## src/design/eprm_pkg.sv

```systemverilog
// shared types and constants for the encoder period rpm meter
package eprm_pkg;

  localparam int unsigned CLK_HZ_W = 28;
  localparam int unsigned CFG_W    = 16;
  localparam int unsigned CAP_W    = 16;
  localparam int unsigned OVF_W    = 16;
  localparam int unsigned GAP_W    = 32;
  localparam int unsigned NUM_W    = 42;
  localparam int unsigned DEN_W    = 48;
  localparam int unsigned RPM_W    = 41;
  localparam int unsigned STEP_W   = 6;
  localparam int unsigned TICK_W   = CLK_HZ_W;
  localparam int unsigned ALIGN_W  = NUM_W - TICK_W;

  localparam logic [STEP_W-1:0] TICK_STEPS = STEP_W'(TICK_W);
  localparam logic [STEP_W-1:0] RPM_STEPS  = STEP_W'(NUM_W);

  localparam logic [CLK_HZ_W-1:0] CLK_HZ_RST     = CLK_HZ_W'(72000000);
  localparam logic [CFG_W-1:0]    PRESC_RST      = CFG_W'(0);
  localparam logic [CFG_W-1:0]    OVF_WEIGHT_RST = CFG_W'(10000);
  localparam logic [CFG_W-1:0]    PPR_RST        = CFG_W'(160);
  localparam logic [OVF_W-1:0]    OVF_MAX        = '1;

  typedef enum logic [1:0] {
    CFG_CLK_HZ     = 2'd0,
    CFG_PRESC      = 2'd1,
    CFG_OVF_WEIGHT = 2'd2,
    CFG_PPR        = 2'd3
  } cfg_idx_t;

  typedef enum logic {
    CMD_OVF     = 1'b0,
    CMD_CAPTURE = 1'b1
  } cmd_t;

  typedef enum logic [6:0] {
    S_IDLE = 7'b0000001,
    S_PROD = 7'b0000010,
    S_GAP  = 7'b0000100,
    S_DEN  = 7'b0001000,
    S_TICK = 7'b0010000,
    S_NUM  = 7'b0100000,
    S_DIV  = 7'b1000000
  } state_t;

  typedef struct packed {
    logic              start;
    logic [STEP_W-1:0] steps;
  } div_ctl_t;

  typedef struct packed {
    logic busy;
    logic done;
  } div_sts_t;

endpackage

```

## src/design/eprm_div.sv

```systemverilog
// shared radix-2 restoring divider, one quotient bit per cycle
module eprm_div import eprm_pkg::*; (
  input  logic             clk,
  input  logic             rst_n,
  input  div_ctl_t         ctl,
  input  logic [NUM_W-1:0] dividend,
  input  logic [DEN_W-1:0] divisor,
  output div_sts_t         sts,
  output logic [NUM_W-1:0] quotient
);

  logic [DEN_W-1:0]  rem_r, rem_nxt;
  logic [NUM_W-1:0]  quo_r;
  logic [DEN_W-1:0]  dsr_r;
  logic [STEP_W-1:0] cnt_r;
  logic              busy_r;
  logic              done_r;
  logic [DEN_W:0]    trial;
  logic [DEN_W:0]    diff;
  logic              ge;

  assign trial   = {rem_r, quo_r[NUM_W-1]};
  assign diff    = trial - {1'b0, dsr_r};
  assign ge      = ~diff[DEN_W];
  assign rem_nxt = ge ? diff[DEN_W-1:0] : trial[DEN_W-1:0];

  always_ff @(posedge clk) begin
    if (!rst_n) begin
      busy_r <= 1'b0;
      done_r <= 1'b0;
      cnt_r  <= '0;
    end else begin
      done_r <= 1'b0;
      if (ctl.start) begin
        busy_r <= 1'b1;
        cnt_r  <= ctl.steps;
      end else if (busy_r) begin
        cnt_r <= cnt_r - STEP_W'(1);
        if (cnt_r == STEP_W'(1)) begin
          busy_r <= 1'b0;
          done_r <= 1'b1;
        end
      end
    end
  end

  always_ff @(posedge clk) begin
    if (ctl.start) begin
      rem_r <= '0;
      quo_r <= dividend;
      dsr_r <= divisor;
    end else if (busy_r) begin
      rem_r <= rem_nxt;
      quo_r <= {quo_r[NUM_W-2:0], ge};
    end
  end

  assign sts.busy = busy_r;
  assign sts.done = done_r;
  assign quotient = quo_r;

endmodule

```

## src/design/encoder_period_rpm_meter_top.sv

```systemverilog
// two-channel encoder tachometer: period capture to rpm in unsigned q.8
// overflow ticks and first captures complete in the cycle of their transaction
// second capture: result passes S_PROD, S_GAP, S_DEN, S_NUM and the 42-step divider in S_DIV
// after a write to timer_clock_hz or prescaler, the next result first recomputes the tick rate in S_TICK
// input held off while computing and until the result moves to the output register
// rst_n synchronous active low: registers to defaults, both channels armed, counts cleared
module encoder_period_rpm_meter_top import eprm_pkg::*; (
  input  logic                clk,
  input  logic                rst_n,
  input  logic                in_tvalid,
  output logic                in_tready,
  input  logic [CAP_W-1:0]    in_tdata,   // [15:0] capture_value
  input  logic [1:0]          in_tuser,   // [0] command, [1] channel
  output logic                out_tvalid,
  input  logic                out_tready,
  output logic [47:0]         out_tdata,  // [40:0] rpm_q8, [47:41] zero
  output logic [0:0]          out_tuser,  // [0] channel_out
  input  logic                cfg_we,
  input  logic [1:0]          cfg_addr,
  input  logic [CLK_HZ_W-1:0] cfg_wdata
);

  state_t              state_r;
  logic [CLK_HZ_W-1:0] clk_hz_r;
  logic [CFG_W-1:0]    presc_r;
  logic [CFG_W-1:0]    ovw_r;
  logic [CFG_W-1:0]    ppr_r;
  logic                expect_first_r [2];
  logic [OVF_W-1:0]    ovf_cnt_r [2];
  logic                tick_valid_r;
  logic [TICK_W-1:0]   tick_r;
  logic                chan_r;
  logic [CAP_W-1:0]    cap_r;
  logic [OVF_W-1:0]    ovf_r;
  logic [GAP_W-1:0]    prod_r;
  logic [GAP_W-1:0]    gap_r;
  logic [DEN_W-1:0]    den_r;
  logic [RPM_W-1:0]    res_r;
  logic                res_valid_r;
  logic                out_tvalid_r;
  logic                out_chan_r;
  logic [RPM_W-1:0]    out_rpm_r;

  logic                in_fire;
  cmd_t                in_cmd;
  logic                in_chan;
  logic [NUM_W-1:0]    num;
  div_ctl_t            div_ctl;
  div_sts_t            div_sts;
  logic [NUM_W-1:0]    div_dividend;
  logic [DEN_W-1:0]    div_divisor;
  logic [NUM_W-1:0]    div_quo;
  logic [RPM_W-1:0]    rpm_sat;
  logic                out_free;

  assign in_tready = (state_r == S_IDLE) && !res_valid_r;
  assign in_fire   = in_tvalid && in_tready;
  assign in_cmd    = cmd_t'(in_tuser[0]);
  assign in_chan   = in_tuser[1];
  assign out_free  = !out_tvalid_r || out_tready;

  // tick * 60 * 256 = tick * (2^14 - 2^10)
  assign num = {tick_r, 14'b0} - {4'b0, tick_r, 10'b0};

  assign rpm_sat = div_quo[NUM_W-1] ? '1 : div_quo[RPM_W-1:0];

  always_comb begin
    div_ctl      = '0;
    div_dividend = num;
    div_divisor  = den_r;
    unique case (state_r)
      S_DEN: begin
        div_ctl.start = !tick_valid_r;
        div_ctl.steps = TICK_STEPS;
        div_dividend  = {clk_hz_r, ALIGN_W'(0)};
        div_divisor   = DEN_W'({1'b0, presc_r} + 17'd1);
      end
      S_NUM: begin
        div_ctl.start = (den_r != '0);
        div_ctl.steps = RPM_STEPS;
      end
      default: begin
      end
    endcase
  end

  eprm_div u_div (
    .clk      (clk),
    .rst_n    (rst_n),
    .ctl      (div_ctl),
    .dividend (div_dividend),
    .divisor  (div_divisor),
    .sts      (div_sts),
    .quotient (div_quo)
  );

  // control state
  always_ff @(posedge clk) begin
    if (!rst_n) begin
      state_r           <= S_IDLE;
      clk_hz_r          <= CLK_HZ_RST;
      presc_r           <= PRESC_RST;
      ovw_r             <= OVF_WEIGHT_RST;
      ppr_r             <= PPR_RST;
      expect_first_r[0] <= 1'b1;
      expect_first_r[1] <= 1'b1;
      ovf_cnt_r[0]      <= '0;
      ovf_cnt_r[1]      <= '0;
      tick_valid_r      <= 1'b0;
      res_valid_r       <= 1'b0;
      out_tvalid_r      <= 1'b0;
    end else begin
      if (cfg_we) begin
        unique case (cfg_idx_t'(cfg_addr))
          CFG_CLK_HZ: begin
            clk_hz_r     <= cfg_wdata;
            tick_valid_r <= 1'b0;
          end
          CFG_PRESC: begin
            presc_r      <= cfg_wdata[CFG_W-1:0];
            tick_valid_r <= 1'b0;
          end
          CFG_OVF_WEIGHT: ovw_r <= cfg_wdata[CFG_W-1:0];
          CFG_PPR:        ppr_r <= cfg_wdata[CFG_W-1:0];
        endcase
      end

      if (in_fire) begin
        if (in_cmd == CMD_OVF) begin
          if (ovf_cnt_r[in_chan] != OVF_MAX) begin
            ovf_cnt_r[in_chan] <= ovf_cnt_r[in_chan] + OVF_W'(1);
          end
        end else if (expect_first_r[in_chan]) begin
          expect_first_r[in_chan] <= 1'b0;
        end else begin
          expect_first_r[in_chan] <= 1'b1;
          ovf_cnt_r[in_chan]      <= '0;
        end
      end

      unique case (state_r)
        S_IDLE: begin
          if (in_fire && in_cmd == CMD_CAPTURE && !expect_first_r[in_chan]) begin
            state_r <= S_PROD;
          end
        end
        S_PROD: state_r <= S_GAP;
        S_GAP:  state_r <= S_DEN;
        S_DEN:  state_r <= tick_valid_r ? S_NUM : S_TICK;
        S_TICK: begin
          if (div_sts.done) begin
            tick_valid_r <= 1'b1;
            state_r      <= S_NUM;
          end
        end
        S_NUM: begin
          if (den_r == '0) begin
            res_valid_r <= 1'b1;
            state_r     <= S_IDLE;
          end else begin
            state_r <= S_DIV;
          end
        end
        S_DIV: begin
          if (div_sts.done) begin
            res_valid_r <= 1'b1;
            state_r     <= S_IDLE;
          end
        end
        default: state_r <= S_IDLE;
      endcase

      if (res_valid_r && out_free) begin
        res_valid_r  <= 1'b0;
        out_tvalid_r <= 1'b1;
      end else if (out_tready) begin
        out_tvalid_r <= 1'b0;
      end
    end
  end

  // datapath
  always_ff @(posedge clk) begin
    if (in_fire) begin
      chan_r <= in_chan;
      cap_r  <= in_tdata;
      ovf_r  <= ovf_cnt_r[in_chan];
    end
    if (state_r == S_PROD) begin
      prod_r <= ovw_r * ovf_r;
    end
    if (state_r == S_GAP) begin
      gap_r <= prod_r + GAP_W'(cap_r);
    end
    if (state_r == S_DEN) begin
      den_r <= gap_r * ppr_r;
    end
    if (state_r == S_TICK && div_sts.done) begin
      tick_r <= div_quo[TICK_W-1:0];
    end
    if (state_r == S_NUM && den_r == '0) begin
      res_r <= '0;
    end else if (state_r == S_DIV && div_sts.done) begin
      res_r <= rpm_sat;
    end
    if (res_valid_r && out_free) begin
      out_chan_r <= chan_r;
      out_rpm_r  <= res_r;
    end
  end

  assign out_tvalid = out_tvalid_r;
  assign out_tdata  = {7'b0, out_rpm_r};
  assign out_tuser  = out_chan_r;

`ifndef SYNTHESIS
  a_div_start_idle: assert property (@(posedge clk) disable iff (!rst_n)
    div_ctl.start |-> !div_sts.busy)
    else $error("divider started while busy");

  a_num_tick_valid: assert property (@(posedge clk) disable iff (!rst_n)
    (state_r == S_NUM) |-> tick_valid_r)
    else $error("rpm division without a valid tick rate");

  a_second_capture_rearms: assert property (@(posedge clk) disable iff (!rst_n)
    (in_fire && in_cmd == CMD_CAPTURE && !expect_first_r[in_chan])
      |=> (state_r == S_PROD) && expect_first_r[chan_r] && (ovf_cnt_r[chan_r] == '0))
    else $error("second capture did not start the computation and rearm");

  a_div_done_result: assert property (@(posedge clk) disable iff (!rst_n)
    (state_r == S_DIV && div_sts.done) |=> res_valid_r && (state_r == S_IDLE))
    else $error("division result not captured");

  a_ready_no_pending: assert property (@(posedge clk) disable iff (!rst_n)
    in_tready |-> !div_sts.busy)
    else $error("input ready while divider busy");
`endif

endmodule
```

## config.mk

```make
export PLATFORM = sky130hd
export DESIGN_NAME = encoder_period_rpm_meter_top
export DESIGN_NICKNAME = d
export VERILOG_FILES = /design/src/design/eprm_pkg.sv /design/src/design/eprm_div.sv /design/src/design/encoder_period_rpm_meter_top.sv
export SDC_FILE = /design/constraint.sdc
export NUM_CORES = 2
export LEC_CHECK = 0
export BUFFER_PORTS_ARGS = -buffer_cell sky130_fd_sc_hd__buf_2
export CAP_MARGIN = 20
export CORE_MARGIN = 2
export CORE_UTILIZATION = 30
export DETAILED_ROUTE_END_ITERATION = 10
export GPL_ROUTABILITY_DRIVEN = 0
export PLACE_DENSITY_LB_ADDON = 0.1
export SLEW_MARGIN = 20
export SYNTH_ARGS = -nofsm -noshare
export SYNTH_HDL_FRONTEND = slang
export SYNTH_HIERARCHICAL = 1
export SYNTH_SLANG_ARGS = --single-unit
```

## constraint.sdc

```tcl
create_clock -name clk -period 11.9 [get_ports clk]
set_input_delay 2.38 -clock clk [delete_from_list [all_inputs] [get_ports clk]]
set_output_delay 2.38 -clock clk [all_outputs]
set_load 0.01 [all_outputs]
```

==> key figures <==
Die
  • Vert. Die Dim: 411 µm
  • Top Ports: 104
  • Die area: 169,000 µm²
  • Die Wd: 411 µm
  • Site Rows: 149
  • Starting Density: 30.2%
  • Placeable core region: 165,000 µm²

Power
  • Comb pwr share: 43.0%
  • Pwr dens: 138 nW/µm²
  • Max IR drop VDD: 0.143 mV
  • Clk pwr share: 28.2%
  • Overall power: 7.56 mW
  • Switching share of power: 39.1%
  • Leak: 24.0 nW
  • Sequential Power Share: 28.8%
  • Int Pwr: 4.61 mW
  • NetSw: 2.95 mW

Place
  • Post-DP HPWL: 109,000 µm
  • Pre-CTS setup slack: 4760 ps
  • Port-buffer cells: 96
  • Placed Instances: 7,393

Logic synthesis
  • Mapped Area: 49,800 µm²
  • Syn avg cell area: 9.40 µm²
  • Cell count after synthesis: 5,299
  • Synth warn: 6

Timing
  • Final Setup Violations: 0
  • Post-route minimum period: 7130 ps
  • Slew @ Worst Pin: 1130 ps
  • Slew HR: 24.2%
  • Upper clock frequency limit: 140 MHz
  • Unrepaired setup endpoints after global routing: no
  • Setup TNS: 0 ps
  • Final Max Slew Viols: 0
  • Final setup skew: 42.8 ps
  • Min Hold Slack: 419 ps
  • Final WS setup: 4770 ps
  • Crit share post-route: 60.0%
  • Final hold violations: 0

Clock tree
  • Post-CTS Setup Inserts: 0
  • Sink Count: 522
  • Root Buffer: clkbuf_16
  • Hold-fix buffers at CTS: 0
  • CTS tree: built
  • CTS Buffer Depth: 3
  • Clock Latency Late Sink: 680 ps
  • H-tree depth: 3
  • Post-cts resize count: 0
  • CTS buffer count: 66
  • Clk pin slew, worst setup/hold paths: 60 ps

Flow run
  • Max-cap violation count: 0

Global route
  • Initial antenna violation count: 14
  • Grt total ovfl: 0
  • Pin count of the biggest net entering global routing: 97
  • Gr usage total: 17.4%
  • Number of global-route vias before repair: 37,700
  • First-pass GRT wire length: 228,000 µm

Setup path
  • CP max FO: 33
  • Worst path required time: 12,310 ps
  • Setup slack, reg-to-reg: 4770 ps
  • CP cell instances: nand2_1, fa_1, inv_1, fa_1, fa_1, fa_1, fa_1, inv_1, fa_1, inv_1, ha_1, a21o_1, o21bai_1, a221oi_1, o211ai_1, a31oi_1, o21ai_1, a31o_1, a21oi_1, xnor2_1
  • CP startpoint: ppr_r[11]
  • Reg2reg start: ppr_r[11]
  • Reg-to-reg endpoint: den_r[47]
  • Crit path max-delay cell type: dfxtp_2
  • WP data arrival: 7550 ps
  • CP Launch Type: flip-flop
  • CP Capture Type: flip-flop
  • Worst r2r path cells: 20
  • Critical Path End: den_r[47]
  • Slowest stage delay, CP: 970 ps
  • Crit-path most repeated cell: fa_1
  • Crit Path Class: reg2reg

Route
  • WL/cell: 19.3 µm
  • Drt total wl: 145,000 µm
  • Number of routed nets with antenna violations: 0
  • DRC viols: 0
  • Vias/cell: 4.75
  • Total number of vias: 35,700
  • Drt initial violations: 2,326
  • DR pass1 iterations: 5

Final layout
  • FILL cells: 17,200
  • Multi-input gate area: 32,000 µm²
  • Nets: 6,257
  • Reg area: 13,900 µm²
  • Final Non-Filler Cells: 7,518
  • Proportion of layout cells with a drive suffix above 1: 6.65%
  • Area grow syn2layout: 9.94%

Worst hold path
  • Worst hold stages: 0
  • Worst min path class: reg2reg

Outcome
  • Outcome: finished, final reports clean
critical path: cells and delay by family (launching register included):
family	cells	cell delay (ps)
AOI/OAI and AO/OA	8	2070
DFF	1	970
buffers and inverters	3	190
xor gates and xnor gates	1	70
adders and majority gates	7	3370
and+or+nand+nor	1	170
power by group through the flow:
stage	combinational [mW]	clock [mW]	sequential [mW]
after floorplan	2.38	0	2.16
after global placement	3.35	0	2.21
after detailed placement	3.31	0	2.21
after CTS	3.34	2.21	2.18
after global routing	3.72	2.27	2.18
final	3.25	2.13	2.17
flip-flops by register name, indices dropped and copies added (netlist names), 32 cells and up:
name	count
den_r	48
u_div/dsr_r	48
u_div/rem_r	48
u_div/quotient	42
out_rpm_r	41
res_r	41
gap_r	32
ovf_cnt_r	32
prod_r	32
how the worst min path moves through the flow:
stage / to / startpoint
detailed placement: out_tuser / chan_r
CTS: out_tuser / chan_r
finish: out_tuser / chan_r
global route: out_rpm_r[27] / res_r[27]
floorplan: out_tuser / chan_r
global placement: out_tuser / chan_r
layout make-up:
cell class / count / area share [%]
tap: 2189 / 5.00
timing repair buffer: 144 / 1.54
multi-input combinational: 3744 / 58.5
sequential: 522 / 25.3
antenna: 2 / 0.00914
clock inverter: 42 / 0.850
inverter: 795 / 5.45
clock buffer: 80 / 3.32
placed cells by master (no fill, tap or decap), drive strengths merged, types with 7 or more instances in the layout:
cell / instances
o21bai: 21
or3: 8
a31oi: 22
a21oi: 258
mux2: 48
a21o: 90
xnor2: 123
o21a: 16
nor3: 113
buf: 144
nand3: 74
clkbuf: 80
dfxtp: 183
and2: 348
and3: 27
or2: 11
clkinv: 30
fa: 614
a21boi: 10
o21ai: 120
mux2i: 50
nand2b: 25
nor3b: 7
ha: 317
xor2: 77
edfxtp: 339
nand2: 821
a211oi: 58
nor2: 270
nor2b: 21
o211ai: 18
conb: 18
nor4: 25
nand4: 40
inv: 800
metal layers:
layer  routed length (µm)  vias to the layer above  share of wire, %  GRT usage, %
met3                 5910                      148               4.1          2.50
li1                     -                    17000                 -             -
met2                66300                      599                46          27.8
met4                 2330                        8               1.6          3.33
met5                   46                        -             0.032             0
met1                70400                    18000                49          25.1
stage by stage:
step	cell area, µm²	utilization, %
after detailed placement	52400	31.8
after floorplan	49900	-
after CTS	54700	33.2
after global placement	52400	31.8
final	54700	33.2
after global routing	54700	33.2
No activity file was read; power rests on OpenSTA's default activity.
